==> src/hdl/tkv_pkg.sv <==
`timescale 1ns / 1ps
// Package for the text record key/value parser: transaction structs, label table,
// character codes and the small helper functions shared by the parser modules.
// No dependencies.
package tkv_pkg;

   // Sizing
   localparam int KEY_CHARS  = 8;
   localparam int VALUE_BITS = 32;
   localparam int KEY_LEN_W  = $clog2(KEY_CHARS + 1);
   localparam int KEY_IDX_W  = $clog2(KEY_CHARS);
   localparam int ACC_W      = VALUE_BITS;
   localparam int PROD_W     = VALUE_BITS + 5;
   localparam int VAL_W      = VALUE_BITS + 1;
   localparam int EXT_W      = (VAL_W > 32) ? VAL_W : 32;
   localparam int INDEX_W    = 5;
   localparam int NUM_LABELS = 19;
   localparam int LABEL_CHARS = 16;
   localparam int LABEL_W    = LABEL_CHARS * 8;

   localparam logic [INDEX_W-1:0] PID_INDEX     = INDEX_W'(15);
   localparam logic [INDEX_W-1:0] UNKNOWN_INDEX = INDEX_W'(NUM_LABELS);

   // Largest magnitude: 2^(VALUE_BITS-1)
   localparam logic [ACC_W-1:0] MAG_LIMIT = {1'b1, {(ACC_W - 1){1'b0}}};

   // Character codes
   localparam logic [7:0] CHAR_TAB   = 8'h09;
   localparam logic [7:0] CHAR_LF    = 8'h0a;
   localparam logic [7:0] CHAR_VT    = 8'h0b;
   localparam logic [7:0] CHAR_FF    = 8'h0c;
   localparam logic [7:0] CHAR_CR    = 8'h0d;
   localparam logic [7:0] CHAR_SPACE = 8'h20;
   localparam logic [7:0] CHAR_PLUS  = 8'h2b;
   localparam logic [7:0] CHAR_MINUS = 8'h2d;
   localparam logic [7:0] CHAR_ZERO  = 8'h30;
   localparam logic [7:0] CHAR_UPX   = 8'h58;
   localparam logic [7:0] CHAR_LOWX  = 8'h78;

   localparam logic [4:0] NO_DIGIT = 5'd16;

   // Label table; text is right aligned, last character in the low byte
   localparam logic [LABEL_W-1:0] LABEL_TEXT [NUM_LABELS] = '{
      LABEL_W'("V"), LABEL_W'("VPV"), LABEL_W'("PPV"), LABEL_W'("I"), LABEL_W'("IL"),
      LABEL_W'("LOAD"), LABEL_W'("Relay"), LABEL_W'("H19"), LABEL_W'("H20"),
      LABEL_W'("H21"), LABEL_W'("H22"), LABEL_W'("H23"), LABEL_W'("ERR"),
      LABEL_W'("CS"), LABEL_W'("FW"), LABEL_W'("PID"), LABEL_W'("SER#"),
      LABEL_W'("HSDS"), LABEL_W'("Checksum")
   };
   localparam logic [4:0] LABEL_LEN [NUM_LABELS] = '{
      5'd1, 5'd3, 5'd3, 5'd1, 5'd2, 5'd4, 5'd5, 5'd3, 5'd3, 5'd3,
      5'd3, 5'd3, 5'd3, 5'd2, 5'd2, 5'd3, 5'd4, 5'd4, 5'd8
   };

   // Number conversion phases
   typedef enum logic [2:0] {
      PH_BLANK  = 3'd0,
      PH_SIGN   = 3'd1,
      PH_DIGITS = 3'd2,
      PH_STOP   = 3'd3,
      PH_ZERO   = 3'd4,
      PH_HEX    = 3'd5
   } phase_type;

   typedef enum logic [1:0] {
      BASE_DEC = 2'd0,
      BASE_OCT = 2'd1,
      BASE_HEX = 2'd2,
      BASE_PID = 2'd3
   } base_type;

   typedef logic [KEY_CHARS-1:0][7:0] key_chars_type;

   typedef struct packed {
      logic [7:0] data_byte;
      logic       block_end;
   } req_type;

   typedef struct packed {
      logic [INDEX_W-1:0] field_index;
      logic signed [31:0] field_value;
      logic               value_saturated;
      logic               last_of_block;
   } rsp_type;

   // Control from the top level sequencer to the key and number units
   typedef struct packed {
      logic key_write;
      logic num_start;
      logic start_pid;
      logic num_step;
      logic clear;
   } ctrl_type;

   // Hex-range digit value of a character, NO_DIGIT if none
   function automatic logic [4:0] digit_value(input logic [7:0] c);
      logic [4:0] d;
      d = NO_DIGIT;
      if (c >= 8'h30 && c <= 8'h39) d = 5'(c - 8'h30);
      else if (c >= 8'h61 && c <= 8'h66) d = 5'(c - 8'h61) + 5'd10;
      else if (c >= 8'h41 && c <= 8'h46) d = 5'(c - 8'h41) + 5'd10;
      return d;
   endfunction

   // Parallel compare of the gathered key against all labels, first hit wins
   function automatic logic [INDEX_W-1:0] key_index(input key_chars_type key,
                                                   input logic [KEY_LEN_W-1:0] len,
                                                   input logic too_long);
      logic [INDEX_W-1:0] idx;
      logic               hit;
      logic [3:0]         pos;
      idx = UNKNOWN_INDEX;
      for (int i = NUM_LABELS - 1; i >= 0; i--) begin
         hit = (6'(LABEL_LEN[i]) == 6'(len)) && (int'(LABEL_LEN[i]) <= KEY_CHARS);
         for (int j = 0; j < KEY_CHARS; j++) begin
            if (j < int'(LABEL_LEN[i])) begin
               pos = 4'(LABEL_LEN[i] - 5'(j) - 5'd1);
               if (key[j] != LABEL_TEXT[i][pos*8 +: 8]) hit = 1'b0;
            end
         end
         if (hit) idx = INDEX_W'(i);
      end
      if (too_long) idx = UNKNOWN_INDEX;
      return idx;
   endfunction

endpackage

==> src/hdl/tkv_key_unit.sv <==
`timescale 1ns / 1ps
// Key gathering registers and the parallel label match.
// Depends on tkv_pkg.
module tkv_key_unit (
   input  logic                           clock,
   input  logic                           reset,
   input  tkv_pkg::ctrl_type              ctrl,
   input  logic [7:0]                     key_char,
   output logic [tkv_pkg::INDEX_W-1:0]    key_index
);

   tkv_pkg::key_chars_type               key_chars_ff;
   logic [tkv_pkg::KEY_LEN_W-1:0]        key_length_ff, key_length_in;
   logic                                 key_too_long_ff, key_too_long_in;
   logic                                 room;

   assign room = (int'(key_length_ff) < tkv_pkg::KEY_CHARS);

   // Length and overflow flag
   always_comb begin
      key_length_in   = key_length_ff;
      key_too_long_in = key_too_long_ff;
      if (ctrl.clear) begin
         key_length_in   = '0;
         key_too_long_in = 1'b0;
      end else if (ctrl.key_write) begin
         if (room) key_length_in = key_length_ff + 1'b1;
         else key_too_long_in = 1'b1;
      end
   end

   always_ff @(posedge clock) begin
      if (reset) begin
         key_length_ff   <= '0;
         key_too_long_ff <= 1'b0;
      end else begin
         key_length_ff   <= key_length_in;
         key_too_long_ff <= key_too_long_in;
      end
   end

   // Character store; only bytes below the length are ever compared
   always_ff @(posedge clock) begin
      if (ctrl.key_write && !ctrl.clear && room) begin
         key_chars_ff[key_length_ff[tkv_pkg::KEY_IDX_W-1:0]] <= key_char;
      end
   end

   assign key_index = tkv_pkg::key_index(key_chars_ff, key_length_ff, key_too_long_ff);

endmodule

==> src/hdl/tkv_num_unit.sv <==
`timescale 1ns / 1ps
// On-the-fly value conversion (atol, or strtol base 0 for the PID key) with
// saturation, and the signed result value. Depends on tkv_pkg.
module tkv_num_unit (
   input  logic               clock,
   input  logic               reset,
   input  tkv_pkg::ctrl_type  ctrl,
   input  logic [7:0]         value_char,
   output logic signed [31:0] field_value,
   output logic               value_saturated
);

   logic [tkv_pkg::ACC_W-1:0]  accum_ff, accum_in;
   logic                       negative_ff, negative_in;
   logic                       overflow_ff, overflow_in;
   tkv_pkg::phase_type         phase_ff, phase_in;
   tkv_pkg::base_type          base_ff, base_in;

   logic [4:0]                 dval;
   logic [4:0]                 acc_digit;
   tkv_pkg::base_type          acc_base;
   logic                       acc_do;
   logic [tkv_pkg::PROD_W-1:0] prod;
   logic [tkv_pkg::PROD_W-1:0] acc_wide;

   assign dval     = tkv_pkg::digit_value(value_char);
   assign acc_wide = tkv_pkg::PROD_W'(accum_ff);

   // Per-character conversion step
   always_comb begin
      accum_in    = accum_ff;
      negative_in = negative_ff;
      overflow_in = overflow_ff;
      phase_in    = phase_ff;
      base_in     = base_ff;
      acc_do      = 1'b0;
      acc_digit   = dval;
      acc_base    = tkv_pkg::BASE_DEC;
      prod        = '0;

      case (phase_ff)
         tkv_pkg::PH_BLANK, tkv_pkg::PH_SIGN: begin
            if (phase_ff == tkv_pkg::PH_BLANK && (value_char == tkv_pkg::CHAR_SPACE ||
                value_char == tkv_pkg::CHAR_VT || value_char == tkv_pkg::CHAR_FF)) begin
               phase_in = phase_ff;
            end else if (phase_ff == tkv_pkg::PH_BLANK && (value_char == tkv_pkg::CHAR_PLUS ||
                         value_char == tkv_pkg::CHAR_MINUS)) begin
               negative_in = (value_char == tkv_pkg::CHAR_MINUS);
               phase_in    = tkv_pkg::PH_SIGN;
            end else if (base_ff == tkv_pkg::BASE_PID && value_char == tkv_pkg::CHAR_ZERO) begin
               base_in  = tkv_pkg::BASE_OCT;
               phase_in = tkv_pkg::PH_ZERO;
            end else if (dval < 5'd10) begin
               if (base_ff == tkv_pkg::BASE_PID) base_in = tkv_pkg::BASE_DEC;
               acc_do   = 1'b1;
               phase_in = tkv_pkg::PH_DIGITS;
            end else begin
               phase_in = tkv_pkg::PH_STOP;
            end
         end
         tkv_pkg::PH_DIGITS: begin
            acc_base = base_ff;
            if ((base_ff == tkv_pkg::BASE_OCT && dval < 5'd8) ||
                (base_ff == tkv_pkg::BASE_HEX && dval < 5'd16) ||
                (base_ff != tkv_pkg::BASE_OCT && base_ff != tkv_pkg::BASE_HEX &&
                 dval < 5'd10)) begin
               acc_do = 1'b1;
            end else begin
               phase_in = tkv_pkg::PH_STOP;
            end
         end
         tkv_pkg::PH_ZERO: begin
            acc_base = tkv_pkg::BASE_OCT;
            if (value_char == tkv_pkg::CHAR_LOWX || value_char == tkv_pkg::CHAR_UPX) begin
               phase_in = tkv_pkg::PH_HEX;
            end else if (dval < 5'd8) begin
               acc_do   = 1'b1;
               phase_in = tkv_pkg::PH_DIGITS;
            end else begin
               phase_in = tkv_pkg::PH_STOP;
            end
         end
         tkv_pkg::PH_HEX: begin
            acc_base = tkv_pkg::BASE_HEX;
            if (dval < 5'd16) begin
               base_in  = tkv_pkg::BASE_HEX;
               acc_do   = 1'b1;
               phase_in = tkv_pkg::PH_DIGITS;
            end else begin
               phase_in = tkv_pkg::PH_STOP;
            end
         end
         default: begin
            phase_in = phase_ff;
         end
      endcase

      // Multiply-add by 8, 10 or 16 as shifts, clamp at the magnitude limit
      case (acc_base)
         tkv_pkg::BASE_OCT: prod = (acc_wide << 3) + tkv_pkg::PROD_W'(acc_digit);
         tkv_pkg::BASE_HEX: prod = (acc_wide << 4) + tkv_pkg::PROD_W'(acc_digit);
         default:           prod = (acc_wide << 3) + (acc_wide << 1) +
                                   tkv_pkg::PROD_W'(acc_digit);
      endcase
      if (acc_do && !overflow_ff) begin
         if (prod > tkv_pkg::PROD_W'(tkv_pkg::MAG_LIMIT)) begin
            accum_in    = tkv_pkg::MAG_LIMIT;
            overflow_in = 1'b1;
         end else begin
            accum_in = prod[tkv_pkg::ACC_W-1:0];
         end
      end

      if (!ctrl.num_step) begin
         accum_in    = accum_ff;
         negative_in = negative_ff;
         overflow_in = overflow_ff;
         phase_in    = phase_ff;
         base_in     = base_ff;
      end
      if (ctrl.clear || ctrl.num_start) begin
         accum_in    = '0;
         negative_in = 1'b0;
         overflow_in = 1'b0;
         phase_in    = tkv_pkg::PH_BLANK;
         base_in     = (ctrl.num_start && !ctrl.clear && ctrl.start_pid) ?
                       tkv_pkg::BASE_PID : tkv_pkg::BASE_DEC;
      end
   end

   always_ff @(posedge clock) begin
      if (reset) begin
         accum_ff    <= '0;
         negative_ff <= 1'b0;
         overflow_ff <= 1'b0;
         phase_ff    <= tkv_pkg::PH_BLANK;
         base_ff     <= tkv_pkg::BASE_DEC;
      end else begin
         accum_ff    <= accum_in;
         negative_ff <= negative_in;
         overflow_ff <= overflow_in;
         phase_ff    <= phase_in;
         base_ff     <= base_in;
      end
   end

   // Signed result with clamping of the positive side
   logic [tkv_pkg::ACC_W-1:0]        mag;
   logic signed [tkv_pkg::VAL_W-1:0] val;
   logic signed [tkv_pkg::EXT_W-1:0] val_ext;

   always_comb begin
      mag             = (accum_ff > tkv_pkg::MAG_LIMIT) ? tkv_pkg::MAG_LIMIT : accum_ff;
      value_saturated = overflow_ff;
      if (negative_ff) begin
         val = -$signed({1'b0, mag});
      end else if (mag >= tkv_pkg::MAG_LIMIT) begin
         val             = $signed({1'b0, tkv_pkg::MAG_LIMIT - 1'b1});
         value_saturated = 1'b1;
      end else begin
         val = $signed({1'b0, mag});
      end
      val_ext     = tkv_pkg::EXT_W'(val);
      field_value = val_ext[31:0];
   end

endmodule

==> src/hdl/text_record_key_value_parser.sv <==
`timescale 1ns / 1ps
// Text record key/value parser, top level. Depends on tkv_pkg, tkv_key_unit, tkv_num_unit.
// Throughput: one byte per cycle while req_stall is low; the parse state updates at the accepting edge.
// A CR or end-of-block transaction shows its result in the cycle after acceptance,
// held in the result register; input stalls only while that register is full and stalled.
// Reset (synchronous, active high) returns to key collection with no result pending.
module text_record_key_value_parser (
   input  logic              clock,
   input  logic              reset,
   input  logic              req_valid,
   output logic              req_stall,
   input  tkv_pkg::req_type  req_data,
   output logic              rsp_valid,
   input  logic              rsp_stall,
   output tkv_pkg::rsp_type  rsp_data
);

   logic                              req_fire;
   logic                              emit;
   logic                              in_value_ff, in_value_in;
   tkv_pkg::ctrl_type                 ctrl;
   logic [tkv_pkg::INDEX_W-1:0]       key_index;
   logic signed [31:0]                num_value;
   logic                              num_saturated;
   logic                              rsp_valid_ff, rsp_valid_in;
   tkv_pkg::rsp_type                  rsp_data_ff, rsp_data_in;

   assign req_stall = rsp_valid_ff && rsp_stall;
   assign req_fire  = req_valid && !req_stall;

   // Byte decode
   always_comb begin
      ctrl        = '0;
      emit        = 1'b0;
      in_value_in = in_value_ff;
      if (req_fire) begin
         if (req_data.block_end || req_data.data_byte == tkv_pkg::CHAR_CR) begin
            emit        = 1'b1;
            ctrl.clear  = 1'b1;
            in_value_in = 1'b0;
         end else if (req_data.data_byte == tkv_pkg::CHAR_LF) begin
            in_value_in = in_value_ff;
         end else if (!in_value_ff) begin
            if (req_data.data_byte == tkv_pkg::CHAR_TAB) begin
               ctrl.num_start = 1'b1;
               ctrl.start_pid = (key_index == tkv_pkg::PID_INDEX);
               in_value_in    = 1'b1;
            end else begin
               ctrl.key_write = 1'b1;
            end
         end else begin
            ctrl.num_step = 1'b1;
         end
      end
   end

   always_ff @(posedge clock) begin
      if (reset) in_value_ff <= 1'b0;
      else in_value_ff <= in_value_in;
   end

   tkv_key_unit u_key (
      .clock     (clock),
      .reset     (reset),
      .ctrl      (ctrl),
      .key_char  (req_data.data_byte),
      .key_index (key_index)
   );

   tkv_num_unit u_num (
      .clock           (clock),
      .reset           (reset),
      .ctrl            (ctrl),
      .value_char      (req_data.data_byte),
      .field_value     (num_value),
      .value_saturated (num_saturated)
   );

   // Result register
   always_comb begin
      rsp_valid_in                = emit || (rsp_valid_ff && rsp_stall);
      rsp_data_in                 = rsp_data_ff;
      if (emit) begin
         rsp_data_in.field_index     = key_index;
         rsp_data_in.field_value     = num_value;
         rsp_data_in.value_saturated = num_saturated;
         rsp_data_in.last_of_block   = req_data.block_end;
      end
   end

   always_ff @(posedge clock) begin
      if (reset) rsp_valid_ff <= 1'b0;
      else rsp_valid_ff <= rsp_valid_in;
   end

   always_ff @(posedge clock) begin
      rsp_data_ff <= rsp_data_in;
   end

   assign rsp_valid = rsp_valid_ff;
   assign rsp_data  = rsp_data_ff;

   // A result only appears after a CR or end-of-block transaction
   a_rsp_cause: assert property (@(posedge clock) disable iff (reset)
      $rose(rsp_valid_ff) |-> $past(req_fire && (req_data.block_end ||
                                    req_data.data_byte == tkv_pkg::CHAR_CR)))
      else $error("result without a closing transaction");

   // Closing a pair always returns to key collection
   a_close_state: assert property (@(posedge clock) disable iff (reset)
      emit |=> !in_value_ff)
      else $error("value mode kept after a result");

   // Index stays within the label range
   a_index_range: assert property (@(posedge clock) disable iff (reset)
      rsp_valid_ff |-> rsp_data_ff.field_index <= tkv_pkg::UNKNOWN_INDEX)
      else $error("field index out of range");

endmodule

==> config.mk <==
export PLATFORM = sky130hd
export DESIGN_NAME = text_record_key_value_parser
export DESIGN_NICKNAME = d
export VERILOG_FILES = /design/src/hdl/tkv_pkg.sv /design/src/hdl/tkv_key_unit.sv /design/src/hdl/tkv_num_unit.sv /design/src/hdl/text_record_key_value_parser.sv
export SDC_FILE = /design/constraint.sdc
export NUM_CORES = 1
export LEC_CHECK = 0
export ABC_AREA = 1
export BUFFER_PORTS_ARGS = -buffer_cell sky130_fd_sc_hd__buf_2
export CAP_MARGIN = 20
export CORE_ASPECT_RATIO = 0.5
export CORE_MARGIN = 5
export CORE_UTILIZATION = 65
export DETAILED_ROUTE_END_ITERATION = 10
export PLACE_DENSITY = 0.83
export SETUP_SLACK_MARGIN = 0.3
export SYNTH_ARGS = -nofsm -noshare
export SYNTH_HDL_FRONTEND = slang
export SYNTH_SLANG_ARGS = --single-unit
==> constraint.sdc <==
create_clock -name clock -period 6.1 [get_ports clock]
set_input_delay 0.305 -clock clock [delete_from_list [all_inputs] [get_ports clock]]
set_output_delay 0.305 -clock clock [all_outputs]
set_load 0.01 [all_outputs]
==> results of run 1 <==
-- layout make-up --
type                    instances  area share (%)
well taps                     273           2.303
multi-input cells            1637           55.46
clock buffers                  17           2.868
flip-flops and latches        149           27.06
repair buffers                 64           2.345
clock inverters                14          0.9026
inverters                     358           9.060
-- power by group --
| part | internal, mW | switching, mW | total, mW |
|---|---|---|---|
| Combinational | 0.0250 | 0.0704 | 0.0954 |
| Sequential | 1.09 | 0.0107 | 1.10 |
| Clock | 0.538 | 0.473 | 1.01 |
| Total | 1.66 | 0.554 | 2.21 |
-- cells in the mapped netlist (all sizes together) --
master	instances	area (sq um)
a21boi	3	22.52
a21oi	105	536.8
a221oi	1	8.760
a22oi	1	7.510
a31oi	13	81.33
a41oi	2	17.52
and2	1	6.260
and3	2	12.51
buf	10	63.81
clkbuf	27	101.4
clkinv	3	11.26
dfxtp	46	920.9
edfxtp	103	3093
fa	3	60.06
ha	54	675.7
inv	355	1333
mux2i	1	10.01
nand2	589	2278
nand3	172	898.4
nand3b	10	75.07
nand4	69	431.7
nor2	302	1331
nor3	81	421.7
nor3b	1	7.510
nor4	24	150.1
nor4b	2	17.52
o2111ai	1	8.760
o211ai	22	165.2
o21a	2	15.01
o21ai	143	715.7
o21bai	4	30.03
o22ai	5	31.28
o311ai	2	17.52
o31ai	8	60.06
o41ai	3	26.28
or2	1	6.260
or3	1	6.260
xnor2	1	8.760
xor2	8	70.07
-- cell usage in the layout, fill, tap and decap left out, types with 24 or more instances in the layout --
cell type and n:
nand2_1 568, inv_1 327, nor2_1 262, nand3_1 166, o21ai_0 137, edfxtp_1 103, a21oi_1 102, nor3_1 79
nand4_1 69, ha_1 54, buf_2 53, dfxtp_1 46, inv_2 28, nor4_1 24
-- state kept, by name, indices dropped and copies added, names as in the netlist --
signal	flops
u_num.phase_ff	3
u_key.key_length_ff	4
u_key.key_too_long_ff	1
u_num.overflow_ff	1
rsp_valid	1
in_value_ff	1
rsp_data	39
u_key.key_chars_ff	64
u_num.base_ff	2
u_num.accum_ff	32
u_num.negative_ff	1
-- per-layer routing --
metal | share of wire (%) | wire length, um | GRT usage [%] | vias up
met5 | 0 | 0 | 0 | -
met4 | 4.3 | 1926 | 15.81 | 0
met3 | 11 | 4780 | 6.415 | 159
met2 | 44 | 19470 | 58.83 | 898
met1 | 41 | 18180 | 47.88 | 6654
li1 | - | - | - | 7325
-- metrics by stage --
step | hold slack (ns) | setup slack [ns] | cells | power, mW
after floorplan | 0.3774 | 2.346 | 2181 | 1.176
after global placement | 0.4838 | 1.280 | 2479 | 1.215
after detailed placement | 0.5081 | 1.147 | 2479 | 1.218
after CTS | 0.08030 | 1.493 | 2510 | 2.206
after global routing | 0.08295 | 0.8159 | 2512 | 2.269
final | 0.08876 | 1.387 | 2512 | 2.210
-- cell families (layout without fill, tap and decap cells) --
kind of cell	count (synthesis)	in the layout	synth area share [%]
adder cells (fa/ha/maj)	57	57	5.357
multiplexers	1	1	0.07288
buffers and inverters	395	453	10.99
flip-flops	149	149	29.22
AND/OR/NAND/NOR	1255	1255	41.09
AO/OA/AOI/OAI	315	315	12.70
XOR/XNOR	9	9	0.5740
-- how the worst max path moves through the flow --
stage                      startpoint  depth (start not counted)                  to
CTS                 u_num.phase_ff[1]                         29   u_num.accum_ff[9]
detailed placement        req_data[1]                         31  u_num.accum_ff[20]
global route        u_num.phase_ff[1]                         29  u_num.accum_ff[19]
global placement          req_data[1]                         32  u_num.accum_ff[19]
floorplan                 req_data[2]                         13  u_num.accum_ff[16]
finish                    req_data[2]                         32   u_num.accum_ff[9]
==> metrics.cfg, run 1 <==
[detailed_routing]
drt_pass1_iterations=7
first_iter_violations=2003
wl_per_cell_um=17.66
vias_per_cell=5.986
ant_nets=0
drt-total-wl_um=44350
vias=15040
drc_errors=0

[logic_synthesis]
yosysWarningCount=0
synth_nets=2251
postSynthAreaPerCell_sq_um=6.297
yosysSeqAreaShare_pct=29.22
synth_cell_type_count=52
syn_area_sq_mm=0.01373
synth-seq-cells=149
syn_inst=2181

[sta]
period_minus_slack_ns=4.713
rsz0062_at_grt=no
worstMarginPinSlew_ns=1.057
period_share_pct=77.27
fin_skew_ns=0.008773
setup_viol=0
finalHoldViolations=0
maxSlewHeadroom_pct=28.99
max_freq_mhz=212.2
setup_tns_ns=0
slew_viol_final=0

[worst_setup_path]
crit_type=input pin to flop
ff2ff_path_depth=29
r2r-end=u_num.accum_ff[9]
cp.buffers_inverters=5
cp.required_ns=6.47
worstPathMaxFanout=17
reg2reg_from=u_num.phase_ff[1]
crit_arrival_ns=5.09
slowest_stage=o21ai_0
critPathTopFamily=simple AND/OR/NAND/NOR gates
slowest_delay_ns=0.39
start_kind=input pin
cp-end-kind=flop
reg2reg_slack_ns=1.40

[floorplan]
ios=54
rows=37
die_y_um=112.8
die_w_um=215.6
coreArea_sq_mm=0.02065
start_util_pct=66.52
dieArea_sq_mm=0.02431

[grt]
overflow=0
grt_max_degree=48
grt_pass1_wl_um=70790
grt_util_all_layers_pct=36.13
antenna_found_initial=0
grt_pass1_vias=13860

[clock_network]
path_clk_slew_ns=0.07
clock_latency_ns=0.44
hold_buffers=0
ctsHtreeMaxLevel=4
cts_root_buf=clkbuf_16
clock-sinks=149
cts_buffers=17
cts.path.max_buffers=2
cts_resized=0
cts_setup_buffers=0
cts_tree=done

[power]
p_leak_nw=6.588
power_density_mw_per_mm2=149.0
vdd_drop_max_uv=164.1

[placed_design]
place.gp.congestion=1.094
port_buffers=53
dpl_cell_area_sq_mm=0.01426
place_hpwl_um=35050

[cells_and_area]
syn2layout_area_growth_pct=7.989
num-nets-final=2297
drive_gt1_share_pct=8.799
register_area_sq_mm=0.004014
n_antenna_cell=0
fin_area_sq_mm=0.01483
num-fill-cells=1877
multi_input_area_sq_mm=0.008225
final_util_pct=71.83

[worst_hold_path]
holdPathEnd=rsp_data[0]
min-delay-start=req_data[0]
hold_depth=1
min_path_type=input pin to flop

[job]
max-cap-violations=0

[run_status]
status=complete, no violations

Power figures use the tool's default switching activity.
==> run 2, diff against run 1 <==
--- a/config.mk
+++ b/config.mk
@@ -5,14 +5,14 @@
 export SDC_FILE = /design/constraint.sdc
 export NUM_CORES = 1
 export LEC_CHECK = 0
-export ABC_AREA = 1
+export ABC_AREA = 0
 export BUFFER_PORTS_ARGS = -buffer_cell sky130_fd_sc_hd__buf_2
 export CAP_MARGIN = 20
 export CORE_ASPECT_RATIO = 0.5
 export CORE_MARGIN = 5
-export CORE_UTILIZATION = 65
+export CORE_UTILIZATION = 58
 export DETAILED_ROUTE_END_ITERATION = 10
-export PLACE_DENSITY = 0.83
+export PLACE_DENSITY = 0.79
 export SETUP_SLACK_MARGIN = 0.3
 export SYNTH_ARGS = -nofsm -noshare
 export SYNTH_HDL_FRONTEND = slang
==> constraint.sdc (replaced) <==
create_clock -name clock -period 3.96 [get_ports clock]
set_input_delay 0.198 -clock clock [delete_from_list [all_inputs] [get_ports clock]]
set_output_delay 0.198 -clock clock [all_outputs]
set_load 0.01 [all_outputs]
==> metrics.cfg, run 2 <==
[run_status]
status=finished with violations
violations=negative setup slack

[worst_setup_path]
crit_chain=ha_4 -> fa_2 -> a211oi_4 -> o21ai_4 -> buf_12 -> a311oi_4 -> o31a_1 -> nand3_1 -> or4b_4 -> nor4_4 -> nand3_1 -> and3_4 -> a2111oi_4 -> buf_4 -> buf_12 -> a2bb2oi_1 -> o31ai_1
slowest_stage=or4b_4
crit_arrival_ns=4.56
cp.buffers_inverters=3
cp.required_ns=4.28
cp.depth=17
critPathTopFamily=compound AO/OA/AOI/OAI gates
cp-end-kind=flop
cp-startpoint=u_num.accum_ff[0]
r2r-end=u_num.overflow_ff
worstPathMaxFanout=8
crit_type=flop to flop
ff2ff_path_depth=17
reg2reg_slack_ns=-0.28
start_kind=flop
cp-endpoint=u_num.overflow_ff
slowest_delay_ns=0.57
reg2reg_from=u_num.accum_ff[0]

[sta]
fin_skew_ns=0.01152
finalHoldViolations=0
setup_viol=33
period_minus_slack_ns=4.244
slew_viol_final=0
worstMarginPinSlew_ns=1.061
max_freq_mhz=235.6
rsz0062_at_grt=yes
setup_tns_ns=-5.847
timing.final.ws_setup_ns=-0.2840
maxSlewHeadroom_pct=28.75
period_share_pct=107.2

[logic_synthesis]
syn_inst=1563
async_flop_share_pct=0
synth_common_cells=nand2_1, nor2_1, a21oi_1
synth_nets=1633
yosysSeqAreaShare_pct=31.33
postSynthAreaPerCell_sq_um=8.198
yosys.area.top_type=edfxtp_1
synth_cell_type_count=99
yosysWarningCount=0
synthTopCellsByArea=edfxtp_1, dfxtp_1, nand2_1, ha_1, a21oi_1
syn_area_sq_mm=0.01281
ys.flop_type=edfxtp_1
synth_edf_count=103
yosys.area.top_type_share_pct=24.14
synth-seq-cells=149
yosysMostFrequentCell=nand2_1

[detailed_routing]
vias=14290
ant_nets=0
wl_per_cell_um=20.64
drt_pass1_iterations=9
vias_per_cell=6.642
drc_errors=0
first_iter_violations=1761
drt-total-wl_um=44390

[placed_design]
dp_slack_ns=-0.7291
dpl_cell_area_sq_mm=0.01508
port_buffers=53
place_hpwl_um=32280
place.gp.congestion=0.9475

[cells_and_area]
drive_gt1_share_pct=26.36
largest_register_ffs=64
final_util_pct=75.48
register_area_sq_mm=0.004021
num-nets-final=1908
fin_area_sq_mm=0.01636
num-fill-cells=1541
syn2layout_area_growth_pct=27.71
final_common_cell=buf_4
final_cell_mix=buf_4, nand2_1, nor2_1, a21oi_1, edfxtp_1
n_antenna_cell=0
multi_input_area_sq_mm=0.008543

[grt]
grt_max_degree=49
grt_util_all_layers_pct=33.97
grt_pass1_vias=13280
grt_pass1_wl_um=69230
overflow=0
antenna_found_initial=0

[floorplan]
die_y_um=115.1
die_w_um=220.2
rows=38
start_util_pct=59.10
ios=54
dieArea_sq_mm=0.02535
coreArea_sq_mm=0.02168

[clock_network]
clock-sinks=149
path_clk_slew_ns=0.07
clock_latency_ns=0.44
cts.path.max_buffers=2
ctsHtreeMaxLevel=4
cts_root_buf=clkbuf_16
cts_tree=done
cts_buffers=17

[power]
power_density_mw_per_mm2=210.2
vdd_drop_max_uv=256.4
p_leak_nw=6.702

[job]
max-cap-violations=0

[worst_hold_path]
min_path_type=input pin to flop

## run 2: worst min path at each step
stage                startpoint           to  slack, ns  cells after the start
floorplan                 reset    rsp_valid       0.27                      1
global placement          reset    rsp_valid       0.43                      2
detailed placement        reset    rsp_valid       0.44                      2
CTS                 req_data[0]  rsp_data[0]       0.02                      1
global route        req_data[0]  rsp_data[0]      0.003                      1
finish              req_data[0]  rsp_data[0]       0.03                      1
## run 2: area by class of cell
cell class / instances / share of cell area [%]
repair buffers: 357 / 16.52
flip-flops and latches: 149 / 24.57
clock buffers: 18 / 2.623
inverters: 42 / 0.9634
multi-input cells: 1271 / 52.21
well taps: 300 / 2.294
clock inverters: 14 / 0.8181
## run 2: what timing repair did
action	4_1_cts	5_1_grt
gates resized for setup	31	38
setup buffers	35	8
hold endpoints to repair	2	0
pin swaps	17	24
endpoints found under the setup margin	37	46
hold buffers	1	0
cloned	0	1
## run 2: per-layer routing
layer / vias up / routed length (um) / GRT usage (%)
li1: 6461 / - / -
met2: 947 / 20140 / 55.65
met1: 6724 / 17850 / 46.42
met5: - / 0 / 0
met3: 155 / 4811 / 5.262
met4: 0 / 1590 / 11.76
## run 2: cells by family (layout without fill, tap and decap cells)
kind of cell	Yosys count	in the layout	share of synthesized area, %
XOR/XNOR	86	86	5.878
AO/OA/AOI/OAI	409	409	22.16
adder cells (fa/ha/maj)	57	57	5.742
flip-flops	149	149	31.33
buffers and inverters	143	431	4.589
multiplexers	11	11	0.9081
AND/OR/NAND/NOR	708	708	29.40
## run 2: per-stage QoR
step | hold slack, ns | instances | total power [mW]
after floorplan | 0.2671 | 1563 | 1.799
after global placement | 0.4346 | 2072 | 1.880
after detailed placement | 0.4444 | 2073 | 1.891
after CTS | 0.01884 | 2141 | 3.426
after global routing | 0.002664 | 2151 | 3.533
final | 0.03352 | 2151 | 3.440
## run 2: where the power goes
group | internal, mW | switching [mW]
combinational | 0.0646 | 0.107
sequential | 1.68 | 0.0142
clock | 0.833 | 0.741
total | 2.58 | 0.862
## run 2: worst register-to-register path, stage by stage, from the launching register on
cell and delay, ns:
dfxtp_2 0.34, ha_4 0.17, fa_2 0.37, a211oi_4 0.34, o21ai_4 0.15, buf_12 0.17, a311oi_4 0.22, o31a_1 0.20
nand3_1 0.13, or4b_4 0.57, nor4_4 0.20, nand3_1 0.11, and3_4 0.20, a2111oi_4 0.31, buf_4 0.20, buf_12 0.14
a2bb2oi_1 0.21, o31ai_1 0.10
